`config.mk`:
```
export PLATFORM = sky130hd
export DESIGN_NAME = key_bitmap_raster_generator
export DESIGN_NICKNAME = d
export VERILOG_FILES = /design/src/rtl/core/kbrg_pkg.sv /design/src/rtl/core/kbrg_front.sv /design/src/rtl/core/kbrg_queue.sv /design/src/rtl/core/kbrg_back.sv /design/src/rtl/core/key_bitmap_raster_generator.sv
export SDC_FILE = /design/constraint.sdc
export NUM_CORES = 1
export LEC_CHECK = 0
export BUFFER_PORTS_ARGS = -buffer_cell sky130_fd_sc_hd__buf_2
export CORE_ASPECT_RATIO = 1.25
export CORE_MARGIN = 2
export CORE_UTILIZATION = 57
export DETAILED_ROUTE_END_ITERATION = 12
export PLACE_DENSITY_LB_ADDON = 0.12
export SLEW_MARGIN = 20
export SYNTH_ARGS = -nofsm -noshare
export SYNTH_HDL_FRONTEND = slang
export SYNTH_SLANG_ARGS = --single-unit
```
`constraint.sdc`:
```
create_clock -name clk -period 9.75 [get_ports clk]
set_clock_uncertainty 0.2 [all_clocks]
set_input_delay 1.4625 -clock clk [delete_from_list [all_inputs] [get_ports clk]]
set_output_delay 1.4625 -clock clk [all_outputs]
set_load 0.01 [all_outputs]
```
`src/rtl/core/kbrg_pkg.sv`:
```
// Shared types, constants and codes of the key bitmap raster generator.
package kbrg_pkg;

  // Default storage limits, handed to the top-level parameters.
  localparam int MAX_ROWS_DEF    = 64;
  localparam int MAX_COLUMNS_DEF = 64;

  // Widths fixed by the field definitions.
  localparam int CFG_INDEX_W = 3;
  localparam int CFG_DATA_W  = 7;
  // Counters never exceed 8 bits; comparisons are done one bit wider.
  localparam int CNT_W       = 8;
  localparam int EXT_W       = 9;
  localparam int QUEUE_DEPTH = 2;

  // Frame pattern constants.
  localparam logic [7:0] FRAME_LINE   = 8'hff;
  localparam logic [7:0] FRAME_LINE_L = 8'h7f;
  localparam logic [7:0] FRAME_LINE_R = 8'hfe;
  localparam logic [7:0] FRAME_SIDE_L = 8'h40;
  localparam logic [7:0] FRAME_SIDE_R = 8'h02;
  localparam logic [7:0] FRAME_EMPTY  = 8'h00;

  // Configuration register indexes.
  localparam logic [CFG_INDEX_W-1:0] REG_KEY_COLUMNS   = 3'd0;
  localparam logic [CFG_INDEX_W-1:0] REG_KEY_ROWS      = 3'd1;
  localparam logic [CFG_INDEX_W-1:0] REG_INVERT_KEY    = 3'd2;
  localparam logic [CFG_INDEX_W-1:0] REG_GLYPH_PRESENT = 3'd3;
  localparam logic [CFG_INDEX_W-1:0] REG_GLYPH_COLUMNS = 3'd4;
  localparam logic [CFG_INDEX_W-1:0] REG_GLYPH_ROWS    = 3'd5;

  // How the back end forms the byte of a cell.
  typedef enum logic [2:0] {
    MODE_FRAME     = 3'd0,  // frame only
    MODE_XOR       = 3'd1,  // frame XOR glyph byte
    MODE_CARRY_IN  = 3'd2,  // carried nibble, frame XOR high nibble, store low nibble
    MODE_CARRY_END = 3'd3,  // carried nibble ORed with frame
    MODE_CARRY_OUT = 3'd4   // frame XOR high nibble, store low nibble
  } cell_mode_t;

  // Input word.
  typedef struct packed {
    logic       action;
    logic [7:0] glyph_byte;
  } item_t;

  // Result word.
  typedef struct packed {
    logic [7:0] cell_byte;
    logic [5:0] cell_row;
    logic [5:0] cell_column;
    logic       glyph_taken;
    logic       last_cell;
  } result_t;

  // Classified cell passed from front to back.
  typedef struct packed {
    cell_mode_t       mode;
    logic [7:0]       fill;
    logic [7:0]       glyph;
    logic [CNT_W-1:0] carry_row;
    logic [5:0]       cell_row;
    logic [5:0]       cell_column;
    logic             last_cell;
    logic             invert;
  } cell_cmd_t;

endpackage

```
`src/rtl/core/kbrg_front.sv`:
```
// Front end: configuration registers, cell counters and cell classification.
module kbrg_front import kbrg_pkg::*; #(
  parameter int MAX_ROWS    = MAX_ROWS_DEF,
  parameter int MAX_COLUMNS = MAX_COLUMNS_DEF
) (
  input  logic                   clk,
  input  logic                   rst,
  input  logic                   cfg_write,
  input  logic [CFG_INDEX_W-1:0] cfg_index,
  input  logic [CFG_DATA_W-1:0]  cfg_data,
  input  logic                   item_valid,
  output logic                   item_ready,
  input  item_t                  item,
  output logic                   cmd_valid,
  input  logic                   cmd_ready,
  output cell_cmd_t              cmd
);

  localparam int RW = $clog2(MAX_ROWS);
  localparam int CW = $clog2(MAX_COLUMNS);
  localparam logic [EXT_W-1:0] ROWS_MAX = EXT_W'(MAX_ROWS);
  localparam logic [EXT_W-1:0] COLS_MAX = EXT_W'(MAX_COLUMNS);
  localparam logic [EXT_W-1:0] ONE      = EXT_W'(1);
  localparam logic [EXT_W-1:0] TWO      = EXT_W'(2);
  localparam logic [EXT_W-1:0] FOUR     = EXT_W'(4);

  logic [CFG_DATA_W-1:0] key_columns;
  logic [CFG_DATA_W-1:0] key_rows;
  logic                  invert_key;
  logic                  glyph_present;
  logic [CFG_DATA_W-1:0] glyph_columns;
  logic [CFG_DATA_W-1:0] glyph_rows;

  logic [RW-1:0] row_count;
  logic [CW-1:0] column_count;

  logic [EXT_W-1:0] kc_x, kr_x, w, h, gx, gy;
  logic [EXT_W-1:0] l, k;
  logic [EXT_W-1:0] lw, lh, cx, cy, hl, hr, vu, vd;
  logic             glyph_on, odd, rows_in, cols_in, pre_col;
  logic             accept;
  cell_mode_t       mode;

  // Frame pattern of one cell.
  function automatic logic [7:0] frame_byte(input logic [EXT_W-1:0] fl,
                                            input logic [EXT_W-1:0] fk,
                                            input logic [EXT_W-1:0] fw,
                                            input logic [EXT_W-1:0] fh);
    logic       line, edge_row, left, right;
    logic [7:0] f;
    line     = (fk == ONE) || (fk == fh - TWO);
    edge_row = (fk == '0) || (fk == fh - ONE);
    left     = (fl == '0);
    right    = (fl == fw - ONE);
    if (line)              f = FRAME_LINE;
    else if (!left && !right) f = FRAME_EMPTY;
    else                   f = left ? FRAME_SIDE_L : FRAME_SIDE_R;
    if ((left || right) && edge_row) f = FRAME_EMPTY;
    if (line && left)  f = FRAME_LINE_L;
    if (line && right) f = FRAME_LINE_R;
    return f;
  endfunction

  // Configuration registers.
  always_ff @(posedge clk) begin
    if (rst) begin
      key_columns   <= CFG_DATA_W'(8);
      key_rows      <= CFG_DATA_W'(16);
      invert_key    <= 1'b0;
      glyph_present <= 1'b0;
      glyph_columns <= '0;
      glyph_rows    <= '0;
    end else if (cfg_write) begin
      unique case (cfg_index)
        REG_KEY_COLUMNS:   key_columns   <= cfg_data;
        REG_KEY_ROWS:      key_rows      <= cfg_data;
        REG_INVERT_KEY:    invert_key    <= cfg_data[0];
        REG_GLYPH_PRESENT: glyph_present <= cfg_data[0];
        REG_GLYPH_COLUMNS: glyph_columns <= cfg_data;
        REG_GLYPH_ROWS:    glyph_rows    <= cfg_data;
        default: ;
      endcase
    end
  end

  // Effective key size, clamped to the supported range.
  always_comb begin
    kc_x = EXT_W'(key_columns);
    kr_x = EXT_W'(key_rows);
    gx   = EXT_W'(glyph_columns);
    gy   = EXT_W'(glyph_rows);
    if (kc_x < TWO)           w = TWO;
    else if (kc_x > COLS_MAX) w = COLS_MAX;
    else                      w = kc_x;
    if (kr_x < FOUR)          h = FOUR;
    else if (kr_x > ROWS_MAX) h = ROWS_MAX;
    else                      h = kr_x;
  end

  // Current cell; counters left outside the key restart at the first cell.
  always_comb begin
    if ((EXT_W'(column_count) >= w) || (EXT_W'(row_count) >= h)) begin
      l = '0;
      k = '0;
    end else begin
      l = EXT_W'(column_count);
      k = EXT_W'(row_count);
    end
  end

  // Glyph placement, centered with the spare column or row on the near side.
  always_comb begin
    glyph_on = glyph_present && (gx <= w) && (gy <= h);
    lw       = w - gx;
    lh       = h - gy;
    cx       = lw >> 1;
    cy       = lh >> 1;
    hl       = lw - cx;
    hr       = w - cx;
    vu       = lh - cy;
    vd       = h - cy;
    odd      = lw[0];
    rows_in  = (k >= vu) && (k < vd);
    cols_in  = (l >= hl) && (l < hr);
    pre_col  = odd && (l + ONE == hl) && (l + ONE < hr);
  end

  // Cell classification.
  always_comb begin
    if (glyph_on && rows_in && cols_in) begin
      if (!odd)              mode = MODE_XOR;
      else if (l + ONE < hr) mode = MODE_CARRY_IN;
      else                   mode = MODE_CARRY_END;
    end else if (glyph_on && rows_in && pre_col) begin
      mode = MODE_CARRY_OUT;
    end else begin
      mode = MODE_FRAME;
    end
  end

  assign item_ready = cmd_ready;
  assign accept     = item_valid && item_ready;
  assign cmd_valid  = item_valid && item.action;

  always_comb begin
    cmd.mode        = mode;
    cmd.fill        = frame_byte(l, k, w, h);
    cmd.glyph       = item.glyph_byte;
    cmd.carry_row   = k[CNT_W-1:0];
    cmd.cell_row    = k[5:0];
    cmd.cell_column = l[5:0];
    cmd.last_cell   = (l == w - ONE) && (k == h - ONE);
    cmd.invert      = invert_key;
  end

  // Cell counters, column-major with wrap after the last cell.
  always_ff @(posedge clk) begin
    if (rst) begin
      row_count    <= '0;
      column_count <= '0;
    end else if (accept) begin
      if (!item.action) begin
        row_count    <= '0;
        column_count <= '0;
      end else if (k + ONE >= h) begin
        row_count    <= '0;
        column_count <= (l + ONE >= w) ? '0 : CW'(l + ONE);
      end else begin
        row_count    <= RW'(k + ONE);
        column_count <= CW'(l);
      end
    end
  end

endmodule

```
`src/rtl/core/kbrg_queue.sv`:
```
// Short queue of classified cells between the front and back ends.
module kbrg_queue import kbrg_pkg::*; (
  input  logic      clk,
  input  logic      rst,
  input  logic      wr_valid,
  output logic      wr_ready,
  input  cell_cmd_t wr_cmd,
  output logic      rd_valid,
  input  logic      rd_ready,
  output cell_cmd_t rd_cmd
);

  localparam int PTR_W   = $clog2(QUEUE_DEPTH);
  localparam int COUNT_W = $clog2(QUEUE_DEPTH + 1);
  localparam logic [PTR_W-1:0]   LAST_SLOT = PTR_W'(QUEUE_DEPTH - 1);
  localparam logic [COUNT_W-1:0] FULL      = COUNT_W'(QUEUE_DEPTH);

  cell_cmd_t          slots [QUEUE_DEPTH];
  logic [PTR_W-1:0]   wr_ptr, rd_ptr;
  logic [COUNT_W-1:0] count;
  logic               push, pop;

  assign wr_ready = (count != FULL);
  assign rd_valid = (count != '0);
  assign rd_cmd   = slots[rd_ptr];
  assign push     = wr_valid && wr_ready;
  assign pop      = rd_valid && rd_ready;

  // Storage.
  always_ff @(posedge clk) begin
    if (push) begin
      slots[wr_ptr] <= wr_cmd;
    end
  end

  // Pointers and fill level.
  always_ff @(posedge clk) begin
    if (rst) begin
      wr_ptr <= '0;
      rd_ptr <= '0;
      count  <= '0;
    end else begin
      if (push) wr_ptr <= (wr_ptr == LAST_SLOT) ? '0 : wr_ptr + PTR_W'(1);
      if (pop)  rd_ptr <= (rd_ptr == LAST_SLOT) ? '0 : rd_ptr + PTR_W'(1);
      if (push && !pop)      count <= count + COUNT_W'(1);
      else if (pop && !push) count <= count - COUNT_W'(1);
    end
  end

  a_count_bound: assert property (@(posedge clk) disable iff (rst) count <= FULL)
    else $error("queue fill level beyond its depth");
  a_push_grows: assert property (@(posedge clk) disable iff (rst)
    push && !pop |=> count == $past(count) + COUNT_W'(1))
    else $error("queue fill level did not grow on a lone push");
  a_pop_shrinks: assert property (@(posedge clk) disable iff (rst)
    pop && !push |=> count == $past(count) - COUNT_W'(1))
    else $error("queue fill level did not shrink on a lone pop");

endmodule

```
`src/rtl/core/kbrg_back.sv`:
```
// Back end: per-row nibble carry store, byte assembly and result register.
module kbrg_back import kbrg_pkg::*; #(
  parameter int MAX_ROWS = MAX_ROWS_DEF
) (
  input  logic      clk,
  input  logic      rst,
  input  logic      cmd_valid,
  output logic      cmd_ready,
  input  cell_cmd_t cmd,
  output logic      result_valid,
  input  logic      result_ready,
  output result_t   result
);

  localparam int RW = $clog2(MAX_ROWS);

  logic [3:0]    nibble_carry [MAX_ROWS];
  logic [3:0]    carry_rd;
  cell_cmd_t     stage;
  logic          stage_valid;
  logic          out_free, pop, load;
  logic [RW-1:0] carry_idx;
  logic [7:0]    carry_hi, glyph_hi, cell_val;

  assign out_free  = !result_valid || result_ready;
  assign cmd_ready = !stage_valid || out_free;
  assign pop       = cmd_valid && cmd_ready;
  assign load      = stage_valid && out_free;
  assign carry_idx = cmd.carry_row[RW-1:0];

  // Carry store: read the old nibble and store the new one as a cell enters.
  always_ff @(posedge clk) begin
    if (pop) begin
      carry_rd <= nibble_carry[carry_idx];
      stage    <= cmd;
      if ((cmd.mode == MODE_CARRY_IN) || (cmd.mode == MODE_CARRY_OUT)) begin
        nibble_carry[carry_idx] <= cmd.glyph[3:0];
      end
    end
  end

  always_ff @(posedge clk) begin
    if (rst) begin
      stage_valid <= 1'b0;
    end else if (cmd_ready) begin
      stage_valid <= cmd_valid;
    end
  end

  // Byte assembly from frame, glyph and carried nibble.
  always_comb begin
    carry_hi = {carry_rd, 4'h0};
    glyph_hi = {4'h0, stage.glyph[7:4]};
    unique case (stage.mode)
      MODE_FRAME:     cell_val = stage.fill;
      MODE_XOR:       cell_val = stage.fill ^ stage.glyph;
      MODE_CARRY_IN:  cell_val = carry_hi | (stage.fill ^ glyph_hi);
      MODE_CARRY_END: cell_val = carry_hi | stage.fill;
      MODE_CARRY_OUT: cell_val = stage.fill ^ glyph_hi;
      default:        cell_val = stage.fill;
    endcase
  end

  // Result register.
  always_ff @(posedge clk) begin
    if (load) begin
      result.cell_byte   <= stage.invert ? ~cell_val : cell_val;
      result.cell_row    <= stage.cell_row;
      result.cell_column <= stage.cell_column;
      result.glyph_taken <= (stage.mode == MODE_XOR) || (stage.mode == MODE_CARRY_IN) ||
                            (stage.mode == MODE_CARRY_OUT);
      result.last_cell   <= stage.last_cell;
    end
  end

  always_ff @(posedge clk) begin
    if (rst) begin
      result_valid <= 1'b0;
    end else if (out_free) begin
      result_valid <= stage_valid;
    end
  end

endmodule

```
`src/rtl/core/key_bitmap_raster_generator.sv`:
```
// Top level of the key bitmap raster generator.
//
// Each word accepted on the item channel (valid/ready) either restarts the
// key at its first cell (action 0, no result) or produces the next cell of
// the key bitmap (action 1), column-major, one byte per cell. A cell that
// draws glyph data consumes glyph_byte and reports it in glyph_taken.
// Results leave on the result channel (valid/ready) after the classified-cell
// queue, the carry-store read stage and the result register. Throughput is
// one cell per cycle while the receiver is ready; the carry store takes one
// read and one write per cell, and the same row of neighboring columns is H
// cells apart (H at least four), so consecutive cells never wait on each other.
// Configuration writes on the cfg channel are always ready and take effect
// on the next cycle; write them only while no cell is in flight.
// Reset (synchronous, active high) restores the register defaults and the
// first cell, and empties the pipeline; the carry store holds no reset value.
// When the receiver stalls, the result register and the stage behind it hold
// and the queue fills; item_ready drops once the queue is full.
module key_bitmap_raster_generator import kbrg_pkg::*; #(
  parameter int MAX_ROWS    = MAX_ROWS_DEF,
  parameter int MAX_COLUMNS = MAX_COLUMNS_DEF
) (
  input  logic                   clk,
  input  logic                   rst,
  input  logic                   cfg_valid,
  output logic                   cfg_ready,
  input  logic [CFG_INDEX_W-1:0] cfg_index,
  input  logic [CFG_DATA_W-1:0]  cfg_data,
  input  logic                   item_valid,
  output logic                   item_ready,
  input  item_t                  item,
  output logic                   result_valid,
  input  logic                   result_ready,
  output result_t                result
);

  cell_cmd_t front_cmd, queue_cmd;
  logic      front_valid, front_ready, queue_valid, queue_ready;

  assign cfg_ready = 1'b1;

  kbrg_front #(
    .MAX_ROWS    (MAX_ROWS),
    .MAX_COLUMNS (MAX_COLUMNS)
  ) u_front (
    .clk        (clk),
    .rst        (rst),
    .cfg_write  (cfg_valid && cfg_ready),
    .cfg_index  (cfg_index),
    .cfg_data   (cfg_data),
    .item_valid (item_valid),
    .item_ready (item_ready),
    .item       (item),
    .cmd_valid  (front_valid),
    .cmd_ready  (front_ready),
    .cmd        (front_cmd)
  );

  kbrg_queue u_queue (
    .clk      (clk),
    .rst      (rst),
    .wr_valid (front_valid),
    .wr_ready (front_ready),
    .wr_cmd   (front_cmd),
    .rd_valid (queue_valid),
    .rd_ready (queue_ready),
    .rd_cmd   (queue_cmd)
  );

  kbrg_back #(
    .MAX_ROWS (MAX_ROWS)
  ) u_back (
    .clk          (clk),
    .rst          (rst),
    .cmd_valid    (queue_valid),
    .cmd_ready    (queue_ready),
    .cmd          (queue_cmd),
    .result_valid (result_valid),
    .result_ready (result_ready),
    .result       (result)
  );

endmodule

```
==> results of run 1 <==
registers in the layout, indices dropped and copies added (netlist names), 2 cells and up, named ones only:
register	flops
u_back.nibble_carry	256
u_queue.slots	60
u_back.stage	26
u_back.result	22
u_front.glyph_columns	7
u_front.glyph_rows	7
u_front.key_columns	7
u_front.key_rows	7
u_front.column_count	6
u_front.row_count	6
u_back.carry_rd	4
u_back.glyph_hi	4
u_queue.count	2
through the flow:
| stage | util | power [µW] | area, µm² |
|---|---|---|---|
| 3_5_place_dp | 0.6015 | 3462 | 20760 |
| 5_1_grt | 0.6400 | 5200 | 22090 |
| 4_1_cts | 0.6400 | 5023 | 22090 |
| 6_report | 0.6400 | 5001 | 22090 |
| 3_3_place_gp | 0.6015 | 3436 | 20760 |
| 2_1_floorplan | - | 3072 | 20040 |
metal layers:
metal  global-route usage  up-vias  share of wire
met3              0.03101      115          0.049
met5                    0        -        0.00027
met4               0.1219        2          0.046
met1               0.3134     6326           0.38
met2               0.4822      433           0.53
li1                     -     6107              -
layout make-up:
type,instances,area (µm²)
Fill cell,2633,12430
Sequential cell,421,12150
Multi-Input combinational cell,1010,7348
Clock buffer,55,1099
Tap cell,468,585.6
Timing Repair Buffer,66,377.9
Inverter,79,297.8
Clock inverter,19,231.5
path summary, 6_finish.rpt:
check	cells past startpoint	end
min	0	u_back.result[7]$_DFFE_PP_
max	24	u_queue.slots[0][38]$_DFFE_PP_
min reg2reg	0	u_back.result[7]$_DFFE_PP_
max reg2reg	24	u_queue.slots[0][38]$_DFFE_PP_
logic make-up after synthesis:
family                   count (synthesis)  synth area share
multiplexers                            59           0.03121
XOR/XNOR                                63           0.02890
buffers and inverters                  145           0.02890
flip-flops                             421            0.6063
AO/OA/AOI/OAI                          393            0.1388
adder cells (fa/ha/maj)                114           0.07341
other                                    1         0.0001871
AND/OR/NAND/NOR                        380           0.09227
worst max-delay path, delay by kind of cell (launching register included):
kind	cells	cell delay (ps)
buf+inv	2	360
compound gates	6	1270
fa+ha+maj	3	910
xor+xnor	1	170
simple gates	12	3040
flops	1	370
power by group through the flow:
stage               clock [µW]  sequential [µW]  combinational [µW]
global placement             0             2320                1110
finish                    1570             2300                1130
detailed placement           0             2330                1130
CTS                       1590             2300                1140
global route              1650             2310                1240
floorplan                    0             2310                 764
layout by cell type, fill, tap and decap left out, types with 7 or more instances in the layout:
cell       Yosys  final
edfxtp_1     372    372
nor2_1       177    172
ha_1         108    108
a22oi_1       92     92
inv_1         76     76
a21oi_1       59     59
nand2_1       55     55
o21ai_0       52     52
dfxtp_1       49     49
buf_2         12     47
clkbuf_16      0     41
xor2_1        33     33
mux2i_1       33     33
a31oi_1       30     30
xnor2_1       28     28
a22o_1        28     28
a221oi_1      26     26
mux2_2        25     25
a21o_1        23     23
nor2b_1       21     20
nand3_1       20     20
buf_4          1     19
nand2b_1      18     18
and3_1        16     16
a211oi_1      12     12
clkbuf_1      44     12
a41oi_1       11     11
nand4_1        9      9
nor4_1         9      9
nor3_1        11      8
or2_2          7      7
o21a_1         7      7
==> qor.csv, run 1 <==
stage;metric;value;unit
outcome;outcome;completed;
setup_path;slowest cell on the critical path;a211oi_2;
setup_path;crit path launch type;flip-flop;
drt;drt total wl;48030;µm
clocking;# hold bufs at CTS;0;
final_layout;layout cells sized above 1;0.1109;
global_route;initial antenna violation count;1;
timing;endpoints failing hold;0;
synthesis;post-synthesis area per instance;12.72;µm²
setup_path;Reg-to-Reg Start;u_front.key_columns[3]$_SDFFE_PP1P_;
floorplan;Core Box Area;34520;µm²
setup_path;Worst Setup End Kind;flip-flop;
pwr;Gate power share;0.227;
clocking;CTS tree;built;
timing;setup_tns;0;ps
placement;dpl ws;3337;ps
clocking;H-tree levels;2;
global_route;vias in the first global route;13040;
drt;Residual DRC;0;
floorplan;die area;36690;µm²
final_layout;area growth from synthesis to layout;10.22;%
drt;post-route ant nets;0;
timing;minimum clock period;6510;ps
synthesis;Synth Register Bits;421;
global_route;first-pass GRT wire length;73510;µm
setup_path;cell mode on critical path;nor2_1;
synthesis;area leader, netlist;edfxtp_1;
drt;DRT iter0 DRCs;1235;
synthesis;top cells by area, synth;edfxtp_1 56%, ha_1 6.7%, dfxtp_1 4.9%;
synthesis;Synth async-reset ratio;0;
worst_hold_path;Hold Crit Class;flip-flop to flip-flop;
synthesis;Post-synth EDFFs;372;
placement;hpwl dp;32750;µm
timing;count of final max-slew check failures;0;
synthesis;Post-Synthesis Cells;1576;
global_route;GRT Overall Usage;0.2651;
synthesis;most frequent cells after synthesis;372 x edfxtp_1, 177 x nor2_1, 108 x ha_1;
setup_path;crit-path cells;nor4_1 -> nor2_1 -> nor2_1 -> inv_1 -> ha_1 -> nand2_1 -> nor3_1 -> a211oi_2 -> and2_1 -> nand2_1 -> inv_1 -> ha_1 -> nand3_1 -> xor2_1 -> nor2_1 -> ha_1 -> a21oi_1 -> o21ai_0 -> a41oi_1 -> nor2_1 -> o41ai_1 -> a21oi_1 -> or4_4 -> nor4b_2;
clocking;Root Driver;clkbuf_16;
synthesis;top-area cell type share of the netlist area;0.5573;
clocking;Worst-Skew Late Latency;530;ps
setup_path;Critical Path Source;u_front.key_columns[3]$_SDFFE_PP1P_;
drt;vias per cell;6.130;
timing;FMAX;153.6;MHz
timing;final worst-path cycle share;0.6677;
timing;Rel. slew slack;0.3771;
setup_path;Worst R2R Setup Slack;3240;ps
drt;first drt pass iteration count;5;
setup_path;Setup Crit Path Kind;flip-flop to flip-flop;
clocking;post-CTS sizing;0;
placement;Placed Cells;2044;
synthesis;count leader, synth;edfxtp_1;
placement;Final Wtd Congestion;0.8996;
placement;I/O Buffers;47;
pwr;Clock power frac;0.314;
worst_hold_path;HP Start;u_back.stage[7]$_DFFE_PP_;
clocking;clk buf depth;3;
pwr;cell-internal power;3541;µW
synthesis;synthesized area;20040;µm²
clocking;post-CTS setup buffer count;0;
synthesis;Yosys cell types;79;
pwr;power density over the cells;226.4;nW/µm²
floorplan;Rows;76;
floorplan;# IOs;49;
synthesis;Main synth FF type;edfxtp_1;
flow_run;Max-cap violations;0;
global_route;largest net degree at the start of global routing;66;
pwr;Sw Ratio;0.2920;
setup_path;worst-path maximum fanout;16;
clocking;number of CTS-inserted buffers;41;
floorplan;initial core utilization;0.5807;
floorplan;Die H;213.7;µm
timing;Final setup viols;0;
clocking;Reg clk slew, reported paths;60;ps
drt;vias;12980;
pwr;sequential power share;0.459;
final_layout;Non-Filler Instances;2118;
setup_path;Critical Path AT;6650;ps
drt;wire per inst;22.68;µm
global_route;global route overflow;0;
final_layout;Ant. Diodes;0;
pwr;Leak;0.007843;µW
synthesis;synth warn;0;
synthesis;register area share after synthesis;0.6063;
pwr;P_sw;1460;µW
timing;Worst Slack Setup Final;3240;ps
floorplan;Die X;171.7;µm
pwr;VDD IR max;0.1402;mV
synthesis;syn_nets;1714;
final_layout;Final nets;1757;
setup_path;worst path required time;9890;ps
timing;unrepaired setup endpoints after global routing;false;
timing;WHS;222.8;ps
timing;Worst Tran Pin Value;924.5;ps
setup_path;max incr delay on CP;630;ps
clocking;clock sink total;421;
No activity file was read; power rests on OpenSTA's default activity.
==> run 2, diff against run 1 <==
==> constraint.sdc (replaced) <==
create_clock -name clk -period 5.8 [get_ports clk]
set_clock_uncertainty 0.2 [all_clocks]
set_input_delay 0.87 -clock clk [delete_from_list [all_inputs] [get_ports clk]]
set_output_delay 0.87 -clock clk [all_outputs]
set_load 0.01 [all_outputs]
==> run 2 against run 1 <==
Compared with the run above: sequential power up 68%; cell count up 1.6%; combinational power rose by 73%; cell area grew 1.3%; largest cell class unchanged; largest power group unchanged.
==> qor.csv, run 2 (synthesized netlist as in run 1, its figures left out) <==
stage;metric;value;unit
timing;endpoints failing hold;0;
setup_path;cell mode on critical path;a21o_1;
placement;Final Wtd Congestion;0.8882;
floorplan;initial core utilization;0.5807;
flow_run;Max-cap violations;0;
drt;wire per inst;22.08;µm
floorplan;Rows;76;
setup_path;Critical Path AT;5660;ps
global_route;vias in the first global route;13100;
final_layout;Post-Route Utilization;0.6485;
final_layout;Biggest register;u_back.nibble_carry;
clocking;Reg clk slew, reported paths;60;ps
final_layout;FILL cells;2666;
timing;Worst Slack Setup Final;301.2;ps
clocking;clock sink total;421;
setup_path;Critical Path Source;u_front.key_rows[2]$_SDFFE_PP0P_;
timing;Rel. slew slack;0.3623;
worst_hold_path;HP Start;u_back.stage[6]$_DFFE_PP_;
pwr;Overall Power;8328;µW
floorplan;die area;36690;µm²
timing;Worst Tran Pin Value;951.3;ps
final_layout;Ant. Diodes;0;
timing;unrepaired setup endpoints after global routing;false;
floorplan;Die X;171.7;µm
timing;setup_tns;0;ps
global_route;first-pass GRT wire length;72410;µm
global_route;global route overflow;0;
setup_path;crit path launch type;flip-flop;
drt;first drt pass iteration count;5;
drt;DRT iter0 DRCs;1022;
clocking;Root Driver;clkbuf_16;
setup_path;max incr delay on CP;550;ps
worst_hold_path;Hold Crit Class;flip-flop to flip-flop;
floorplan;Die H;213.7;µm
final_layout;commonest non-fill, non-tap cell in the layout;edfxtp_1;
outcome;outcome;completed;
pwr;power density over the cells;372.0;nW/µm²
setup_path;slowest cell on the critical path;or4_4;
global_route;initial antenna violation count;1;
drt;Residual DRC;0;
clocking;clk buf depth;3;
drt;vias per cell;6.162;
placement;dpl ws;87.02;ps
placement;hpwl dp;32920;µm
clocking;number of CTS-inserted buffers;41;
setup_path;Worst Setup End Kind;flip-flop;
final_layout;Final nets;1792;
floorplan;# IOs;49;
final_layout;biggest regs;u_back.nibble_carry (256), u_queue.slots (60), u_back.stage (26);
floorplan;Core Box Area;34520;µm²
timing;count of final max-slew check failures;0;
setup_path;worst path required time;5960;ps
setup_path;Setup Crit Path Kind;flip-flop to flip-flop;
global_route;GRT Overall Usage;0.2614;
setup_path;Reg-to-Reg Start;u_front.key_rows[2]$_SDFFE_PP0P_;
drt;post-route ant nets;0;
setup_path;CP Buf/Inv Count;1;
timing;FMAX;181.9;MHz
clocking;CTS tree;built;
placement;Placed Cells;2076;
timing;Final setup viols;0;
final_layout;max reg flops;256;
setup_path;crit-path cells;or4_4 -> and3_4 -> ha_1 -> a21o_1 -> a21o_1 -> a21o_1 -> a21oi_2 -> buf_4 -> xor2_2 -> ha_1 -> o21a_1 -> o31a_1 -> a21o_1 -> ha_1 -> nand2_1 -> nor2_1 -> a221oi_1 -> o21ai_1 -> a31oi_4 -> o311ai_2 -> or4_4 -> nor4b_4;
timing;final worst-path cycle share;0.9481;
placement;I/O Buffers;47;
final_layout;layout cells sized above 1;0.1378;
setup_path;CP delay by family, top;compound AO/OA/AOI/OAI gates;
final_layout;Non-Filler Instances;2151;
clocking;Worst-Skew Late Latency;550;ps
setup_path;worst-path maximum fanout;4;
clocking;# hold bufs at CTS;0;
final_layout;commonest cells after routing, fill and taps aside;372 x edfxtp_1, 172 x nor2_1, 107 x ha_1;
drt;vias;13260;
pwr;VDD IR max;0.2486;mV
drt;drt total wl;47500;µm
timing;minimum clock period;5499;ps
global_route;largest net degree at the start of global routing;66;
pwr;Leak;0.008016;µW
clocking;H-tree levels;2;
final_layout;area growth from synthesis to layout;11.69;%
## run 2: final timing paths
kind,to,slack (ps),depth (start not counted)
setup / recovery,u_queue.slots[0][38]$_DFFE_PP_,300,22
hold / removal,u_back.result[6]$_DFFE_PP_,220,0
setup reg to reg,u_queue.slots[0][38]$_DFFE_PP_,300,22
hold reg to reg,u_back.result[6]$_DFFE_PP_,220,0
## run 2: what timing repair did
item,CTS,global route
setup endpoints to repair,0,4
resized for setup,0,18
buffers inserted,0,3
## run 2: metal layers
metal  share of wire  GRT usage  vias to the layer above
li1                -          -                     6194
met1            0.38     0.3130                     6521
met2            0.52     0.4614                      418
met3           0.055    0.04061                      120
met4           0.048     0.1251                        2
met5         0.00015          0                        -
## run 2: final cells by class
cell class                 count  area (µm²)  area share
sequential                   421       12150      0.5428
timing repair buffer         101       640.6     0.02862
multi-input combinational   1010        7441      0.3324
clock inverter                24       195.2    0.008719
tap                          468       585.6     0.02616
clock buffer                  48        1074     0.04796
inverter                      79       297.8     0.01330
## run 2: where the power goes
| part | internal [µW] | switching, µW | total [µW] |
|---|---|---|---|
| sequential | 3730 | 134 | 3870 |
| clock | 1420 | 1090 | 2510 |
| combinational | 699 | 1250 | 1950 |
| total | 5850 | 2480 | 8330 |
## run 2: stage by stage
step	area [µm²]	hold WS [ps]
floorplan	20040	200.3
global placement	21000	201.4
detailed placement	21010	205.4
CTS	22280	219.6
global route	22390	222.5
finish	22390	217.2
